===== src/rtl/assert_macros.svh =====
// assertion helpers, compiled out when SYNTHESIS is defined
`ifndef ASSERT_MACROS_SVH
`define ASSERT_MACROS_SVH

`ifndef SYNTHESIS

`define UQD_ASSERT(lbl, clk, rst_n, prop) \
  lbl: assert property (@(posedge clk) disable iff (!rst_n) (prop)) \
    else $error("assertion failed");

`define UQD_ASSERT_IMPLY(lbl, clk, rst_n, ante, cons) \
  lbl: assert property (@(posedge clk) disable iff (!rst_n) (ante) |-> (cons)) \
    else $error("assertion failed");

`define UQD_ASSERT_NEXT(lbl, clk, rst_n, ante, cons) \
  lbl: assert property (@(posedge clk) disable iff (!rst_n) (ante) |=> (cons)) \
    else $error("assertion failed");

`else

`define UQD_ASSERT(lbl, clk, rst_n, prop)
`define UQD_ASSERT_IMPLY(lbl, clk, rst_n, ante, cons)
`define UQD_ASSERT_NEXT(lbl, clk, rst_n, ante, cons)

`endif

`endif


===== src/rtl/uqd_pkg.sv =====
package uqd_pkg;

  localparam logic [7:0] ChPercent  = 8'h25;
  localparam logic [7:0] ChQuestion = 8'h3F;
  localparam logic [7:0] ChEquals   = 8'h3D;
  localparam logic [7:0] ChAmp      = 8'h26;
  localparam logic [7:0] ChZero     = 8'h30;
  localparam logic [7:0] ChNine     = 8'h39;
  localparam logic [7:0] ChLowA     = 8'h61;
  localparam logic [7:0] ChLowF     = 8'h66;
  localparam logic [7:0] ChUpA      = 8'h41;
  localparam logic [7:0] ChUpF      = 8'h46;

  typedef enum logic [1:0] {
    PH_PATH  = 2'd0,
    PH_NAME  = 2'd1,
    PH_VALUE = 2'd2
  } phase_e;

  typedef enum logic [1:0] {
    ESC_NONE   = 2'd0,
    ESC_FIRST  = 2'd1,
    ESC_SECOND = 2'd2
  } esc_e;

  typedef struct packed {
    logic [7:0] in_byte;
    logic       in_last;
  } in_item_t;

  typedef struct packed {
    logic       byte_valid;
    logic [7:0] decoded_byte;
    logic [1:0] token_kind;
    logic       token_end;
    logic       target_done;
    logic       parse_error;
  } out_item_t;

  typedef struct packed {
    logic       bad;
    logic [3:0] nibble;
  } hex_t;

  function automatic hex_t hex_digit(input logic [7:0] c);
    hex_t h;
    logic [7:0] t;
    h = '{bad: 1'b1, nibble: 4'd0};
    t = 8'd0;
    if (c >= ChZero && c <= ChNine) begin
      t = c - ChZero;
      h = '{bad: 1'b0, nibble: t[3:0]};
    end else if (c >= ChLowA && c <= ChLowF) begin
      t = c - ChLowA + 8'd10;
      h = '{bad: 1'b0, nibble: t[3:0]};
    end else if (c >= ChUpA && c <= ChUpF) begin
      t = c - ChUpA + 8'd10;
      h = '{bad: 1'b0, nibble: t[3:0]};
    end
    return h;
  endfunction

endpackage


===== src/rtl/url_path_query_decoder.sv =====
// url target decoder: one raw byte in, one result out per transfer
// a result is registered in out_q, or held in the skid entry while the output is stalled
// throughput: one byte per cycle while the skid entry is empty (in_stall_o low), set by the single decode stage
// a two-entry output buffer (result register plus skid) keeps input open under one stall
// reset clears parse state, sticky error and the valid flags of both output entries
`include "assert_macros.svh"

module url_path_query_decoder import uqd_pkg::*; (
  input  logic      clk_i,
  input  logic      rst_ni,
  input  logic      in_valid_i,
  output logic      in_stall_o,
  input  in_item_t  in_data_i,
  output logic      out_valid_o,
  input  logic      out_stall_i,
  output out_item_t out_data_o
);

  phase_e     phase_q, phase_d;
  esc_e       esc_q, esc_d;
  logic [3:0] nib_q, nib_d;
  logic       err_q, err_d;

  out_item_t  res;
  out_item_t  out_q, skid_q;
  logic       out_valid_q, skid_valid_q;
  logic       accept;
  hex_t       hx;

  assign accept     = in_valid_i && !skid_valid_q;
  assign in_stall_o = skid_valid_q;

  always_comb begin
    phase_d          = phase_q;
    esc_d            = esc_q;
    nib_d            = nib_q;
    err_d            = err_q;
    hx               = hex_digit(in_data_i.in_byte);
    res.byte_valid   = 1'b0;
    res.decoded_byte = 8'd0;
    res.token_kind   = phase_q;
    res.token_end    = 1'b0;
    res.target_done  = 1'b0;
    res.parse_error  = 1'b0;

    if (esc_q == ESC_FIRST) begin
      if (hx.bad) begin
        err_d = 1'b1;
        esc_d = ESC_NONE;
      end else begin
        nib_d = hx.nibble;
        esc_d = ESC_SECOND;
      end
    end else if (esc_q == ESC_SECOND) begin
      if (hx.bad) begin
        err_d = 1'b1;
      end else begin
        res.decoded_byte = {nib_q, hx.nibble};
        res.byte_valid   = 1'b1;
      end
      esc_d = ESC_NONE;
    end else if (in_data_i.in_byte == ChPercent) begin
      esc_d = ESC_FIRST;
    end else if (phase_q == PH_PATH && in_data_i.in_byte == ChQuestion) begin
      res.token_end = 1'b1;
      phase_d       = PH_NAME;
    end else if (phase_q == PH_NAME && in_data_i.in_byte == ChEquals) begin
      res.token_end = 1'b1;
      phase_d       = PH_VALUE;
    end else if (phase_q == PH_VALUE && in_data_i.in_byte == ChAmp) begin
      res.token_end = 1'b1;
      phase_d       = PH_NAME;
    end else begin
      res.byte_valid   = 1'b1;
      res.decoded_byte = in_data_i.in_byte;
    end

    if (in_data_i.in_last) begin
      // cut-off escape or a name with no '=' (covers trailing '?' and '&')
      if (esc_d != ESC_NONE || phase_d == PH_NAME) begin
        err_d = 1'b1;
      end
      res.token_end   = 1'b1;
      res.target_done = 1'b1;
    end
    res.parse_error = err_d;

    if (in_data_i.in_last) begin
      phase_d = PH_PATH;
      esc_d   = ESC_NONE;
      nib_d   = 4'd0;
      err_d   = 1'b0;
    end
  end

  always_ff @(posedge clk_i or negedge rst_ni) begin
    if (!rst_ni) begin
      phase_q <= PH_PATH;
      esc_q   <= ESC_NONE;
      nib_q   <= 4'd0;
      err_q   <= 1'b0;
    end else if (accept) begin
      phase_q <= phase_d;
      esc_q   <= esc_d;
      nib_q   <= nib_d;
      err_q   <= err_d;
    end
  end

  always_ff @(posedge clk_i or negedge rst_ni) begin
    if (!rst_ni) begin
      out_valid_q  <= 1'b0;
      skid_valid_q <= 1'b0;
    end else if (!out_valid_q || !out_stall_i) begin
      if (skid_valid_q) begin
        out_valid_q  <= 1'b1;
        skid_valid_q <= 1'b0;
      end else begin
        out_valid_q <= accept;
      end
    end else if (accept) begin
      skid_valid_q <= 1'b1;
    end
  end

  // payload registers, no reset
  always_ff @(posedge clk_i) begin
    if (!out_valid_q || !out_stall_i) begin
      out_q <= skid_valid_q ? skid_q : res;
    end else if (accept) begin
      skid_q <= res;
    end
  end

  assign out_valid_o = out_valid_q;
  assign out_data_o  = out_q;

  `UQD_ASSERT_IMPLY(a_skid_behind_out, clk_i, rst_ni, skid_valid_q, out_valid_q)
  `UQD_ASSERT_IMPLY(a_no_byte_zero, clk_i, rst_ni,
                    out_valid_q && !out_q.byte_valid, out_q.decoded_byte == 8'd0)
  `UQD_ASSERT_NEXT(a_last_resets, clk_i, rst_ni, accept && in_data_i.in_last,
                   phase_q == PH_PATH && esc_q == ESC_NONE && !err_q)
  `UQD_ASSERT_IMPLY(a_done_ends_token, clk_i, rst_ni,
                    out_valid_q && out_q.target_done, out_q.token_end)

endmodule


===== config.mk =====
export PLATFORM = sky130hd
export DESIGN_NAME = url_path_query_decoder
export DESIGN_NICKNAME = d
export VERILOG_FILES = /design/src/rtl/uqd_pkg.sv /design/src/rtl/url_path_query_decoder.sv
export VERILOG_INCLUDE_DIRS = /design/src /design/src/rtl
export SDC_FILE = /design/constraint.sdc
export NUM_CORES = 1
export LEC_CHECK = 0
export BUFFER_PORTS_ARGS = -buffer_cell sky130_fd_sc_hd__buf_4
export CORE_AREA = 2 2 94 51
export CTS_CLUSTER_SIZE = 14
export DETAILED_ROUTE_END_ITERATION = 12
export DIE_AREA = 0 0 96 53
export GPL_ROUTABILITY_DRIVEN = 0
export HOLD_SLACK_MARGIN = 0.12
export PLACE_DENSITY = 0.78
export SETUP_SLACK_MARGIN = 0.05
export SYNTH_ARGS = -nofsm -noshare
export SYNTH_HDL_FRONTEND = slang
export SYNTH_SLANG_ARGS = --single-unit
export TNS_END_PERCENT = 30

===== constraint.sdc =====
create_clock -name clk_i -period 2.47 [get_ports clk_i]
set_input_delay 0.494 -clock clk_i [delete_from_list [all_inputs] [get_ports clk_i]]
set_output_delay 0.494 -clock clk_i [all_outputs]
set_load 0.03 [all_outputs]

### Yosys cells after proc, flatten, opt, wreduce, memory -nomap -nowiden

Cells that the tools add are included.

* flip-flop bits (word level): 39
* input bits: 13
* logic and storage cells: 100

* add/sub/neg operators: 5
* $lt $le $gt $ge: 6
* eq/ne operators: 10
* multiplexer cells: 42
* bitwise logic cells: 1
* reductions and logical operators: 18

Operators with widths (count)
* two-way mux 9 bit: 7
* == test 8 x 6 -> 1 bit (second input constant): 4
* two-way mux 2 bit: 13
* greater-or-equal comparator 8 x 7 -> 1 bit (second input constant): 2
* <= comparator 8 x 7 -> 1 bit (second input constant): 2
* two-way mux 1 bit: 15
* two-way mux 5 bit: 3
* two-way mux 14 bit: 1
* two-way mux 4 bit: 3
* subtractor 4 x 1 -> 4 bit (second input constant): 3
* adder 4 bit (second input constant): 2
* greater-or-equal comparator 8 x 6 -> 1 bit (second input constant): 1
* <= comparator 8 x 6 -> 1 bit (second input constant): 1
* logical AND 1 bit: 7
* == test 2 x 1 -> 1 bit (second input constant): 3
* nonzero test 2 bit: 3
* == test 2 bit (second input constant): 2
* zero test 1 bit: 3
* AND reduction 3 bit: 1
* zero test 2 bit: 1
* logical OR 1 bit: 2
* != test 2 bit (second input constant): 1
* AND reduction 2 bit: 1
* NOT 1 bit: 1

### Logic depth before layout (Yosys ltp)

* word-level depth: 13
* mapped depth: 8

### Worst setup path before layout

OpenSTA, ideal clock, no wires.

* kind: input-to-reg
* start point: in in_data_i[1] (netlist bit)
* end point: reg out_q (netlist bit out_data_o[6]) (data pin)
* arrival time: 1974 ps
* data required time: 2210 ps
* path slack: 236 ps
* stages on the path: 7
* buffers on the path: 0
* path through: inv_1 > ha_1 > o21ba_1 > o21a_4 > mux2_4 > a32o_2 > mux2_2

RTL lines
* start, declared: RTL line url_path_query_decoder.sv:13 `input in_item_t in_data_i,`
* end signal, assigned: RTL line url_path_query_decoder.sv:129 `out_q <= skid_valid_q ? skid_q : res;`
* end, declared: RTL line url_path_query_decoder.sv:25 `out_item_t out_q, skid_q;`

==> results.yml <==
placed_design:
  portBuffers: 28
  place_area_mm2: 0.002560
  hpwl_um: 3762
synthesis:
  avgSynthCellArea_um2: 11.24
  synthAdderAreaFrac: 0.02238
  async_flop_share: 0.2821
  syn_area_mm2: 0.002236
  yosysWarnings: 0
  synth_top_family_by_area: "compound AO/OA/AOI/OAI gates"
  muxShareOfSynthArea: 0.07387
  synth_edf_count: 28
  synth_top_area_frac: 0.3760
  yosys.area_share.xor_xnor: 0.007834
  synth_cells: 199
  yosys.area.top_type: "edfxtp_1"
  synth.distinct_cells: 62
  synth-seq-cells: 39
  yosys.area_share.simple: 0.1673
  seq_area_frac_synth: 0.4992
  yosys-top-cells-area: "edfxtp_1 (38%), dfrtp_1 (12%), mux2_2 (3.5%)"
  ys.flop_type: "edfxtp_1"
  synth_compound_area_frac: 0.1847
  synth_nets: 216
clock_tree:
  clk_pin_slew_ns: 0.07
  htree_levels: 2
  clk_latency_ns: 0.29
  cts_root_buf: "clkbuf_8"
  max-clock-path-buffers: 2
  numCtsBuffers: 5
  cts.sinks: 39
  cts_tree: "built"
worst_setup_path:
  cp.arrival_ns: 2.28
  crit_fanout: 9
  endpoint_kind: "flip-flop"
  crit_path_top_delay_cell: "ha_1"
  slowest_delay_ns: 0.36
  crit_chain: "buf_4 -> inv_1 -> ha_1 -> o21ba_1 -> o21a_4 -> mux2_4 -> a32o_2 -> mux2_2"
  rr_worst_depth: 5
  crit_type: "input port to flip-flop"
  required_ns: 2.51
  critPathLaunchType: "input port"
sta:
  tightest_slew_ns: 0.5918
  period_needed_ns: 2.241
  finalMaxSlewViolations: 0
  slew_headroom: 0.6046
  final.period_utilization: 0.9074
  clock.fmax_mhz: 446.2
  timing.hold.ws_ns: 0.4319
  hold_violations: 0
  setup_tns_ns: 0
  rsz0062_at_grt: "no"
  setup_viol: 0
  fin_skew_ns: 0.004270
pwr:
  powerDensity_mw_per_mm2: 605.3
  finalPower_mw: 1.636
  pwr-share-clk: 0.379
  vdd_drop_max_uv: 350.8
  combPwrFrac: 0.159
  swShare: 0.2363
  internal_power_mw: 1.249
  p_sw_uw: 386.5
  p_seq_frac: 0.462
  p_leak_nw: 1.040
route:
  routed_wl_um: 5120
  route.detailed.drc: 0
  viasPerCell: 5.976
  drt-pass1-iter-count: 4
  drt-initial-drc-count: 113
  wl_per_cell_um: 17.36
  antenna_left: 0
  vias: 1763
cells_and_area:
  synthToLayoutAreaGrowth_pct: 20.87
  drive_gt1_frac: 0.3109
  final_area_mm2: 0.002703
  diodes: 0
  fin_nets: 254
die:
  rows: 17
  start_util: 0.5282
  coreArea_mm2: 0.004233
  io_pins: 29
  die_h_um: 53
  die_w_um: 96
  die_area_mm2: 0.005088
global_route:
  antenna_found_initial: 0
  grt_first_pass_wirelength_um: 8500
  grt_start_max_net_pins: 24
  grt_overflow_total: 0
  grt_pass1_vias: 1644
  track_usage: 0.2283
worst_hold_path:
  worstHoldPathCells: 3
  hold_path.class: "input port to flip-flop"
run:
  cap_violations: 0
status:
  status: "completed"
## final cells by class
| cell class | count | area, um2 |
|---|---|---|
| fillers | 321 | 1530 |
| flip-flops and latches | 39 | 1116 |
| multi-input cells | 139 | 1020 |
| repair buffers | 44 | 332.8 |
| clock buffers | 6 | 72.57 |
| well taps | 57 | 71.32 |
| clock inverters | 2 | 60.06 |
| inverters | 8 | 30.03 |
## power groups by stage
stage | clock network [mW] | logic (mW) | registers, mW
2_1_floorplan | 0 | 0.111 | 0.817
3_3_place_gp | 0 | 0.254 | 0.770
3_5_place_dp | 0 | 0.258 | 0.769
4_1_cts | 0.631 | 0.260 | 0.756
5_1_grt | 0.664 | 0.281 | 0.760
6_report | 0.620 | 0.260 | 0.756
## cell families (layout without fill, tap and decap cells)
group / count (synthesis) / after routing
AOI/OAI and AO/OA: 52 / 52
and+or+nand+nor: 66 / 66
buffers and inverters: 21 / 60
DFF: 39 / 39
muxes: 15 / 15
adders and majority gates: 4 / 4
xor gates and xnor gates: 2 / 2
## stage by stage
| stage | worst slack (ns) | utilization | std cells |
|---|---|---|---|
| 6_report | 0.2288 | 0.6385 | 295 |
| 5_1_grt | 0.1765 | 0.6385 | 295 |
| 4_1_cts | 0.2461 | 0.6385 | 295 |
| 3_5_place_dp | -0.05781 | 0.6048 | 286 |
| 3_3_place_gp | 0.04274 | 0.6048 | 286 |
| 2_1_floorplan | 0.2364 | - | 199 |
## synth_stat cells, types with 2 or more instances
master,instances
nand2b_1,6
buf_4,2
a41oi_1,2
inv_1,7
a21oi_1,8
nor3_1,2
clkbuf_1,5
o21ai_1,2
nand4_1,3
o21ai_0,7
a21oi_2,2
o2bb2ai_1,3
nand2_1,18
nor4_1,4
and2_1,2
buf_2,5
nor3b_1,2
mux2i_1,6
ha_1,4
nor2_1,12
edfxtp_1,28
dfrtp_1,11
o31ai_1,3
nand3_1,3
nor2b_1,3
a22oi_1,3
a32o_1,2
a31oi_1,2
a211oi_1,2
mux2_2,7
o31ai_2,2
## layout by cell type, fill, tap and decap left out, types with 5 or more instances in the layout
cell	n
clkbuf_8	5
nand2_1	18
dfrtp_1	11
buf_4	43
nand2b_1	6
edfxtp_1	28
mux2_2	7
nor2_1	12
mux2i_1	6
o21ai_0	7
inv_1	7
a21oi_1	8
## layer usage
metal,wire [um],global-route usage,share of wire,vias up
li1,-,-,-,828
met1,2515,0.3418,0.49,851
met2,2136,0.3113,0.42,80
met3,452,0.08547,0.088,4
met4,16,0.04524,0.0031,0
met5,0,0,0,-
## sequential cells by signal, summed over array words and instances, names as in the netlist
register and flops:
esc_q 2, out_valid_o 1, err_q 1, phase_q 2, nib_q 4, skid_q 14, out_data_o 14, in_stall_o 1
## worst max-delay path: cells and delay by family
kind            cells  cell delay (ns)
compound gates      3             0.69
fa+ha+maj           1             0.36
mux                 2             0.55
buf+inv             2             0.18
## final timing paths
check | from | to | slack, ns
worst min register to register | nib_q[3]$_DFFE_PN0P_ | nib_q[3]$_DFFE_PN0P_ | 0.50
max in group asynchronous | rst_ni | in_stall_o$_DFFE_PN0P_ | 1.72
worst min-delay path | in_valid_i | out_valid_o$_DFFE_PN0N_ | 0.43
min in group asynchronous | rst_ni | err_q$_DFFE_PN0P_ | 0.59
worst max register to register | esc_q[1]$_DFFE_PN0P_ | out_data_o[0]$_DFFE_PN_ | 0.39
worst max-delay path | in_data_i[2] | out_data_o[6]$_DFFE_PN_ | 0.23
## repair_timing
action,in CTS,in global routing
resized for setup,0,0
hold buffers,1,0
setup buffers,0,0
setup endpoints to repair,0,0
hold endpoints to repair,11,0
(Power assumes the default switching activity.)
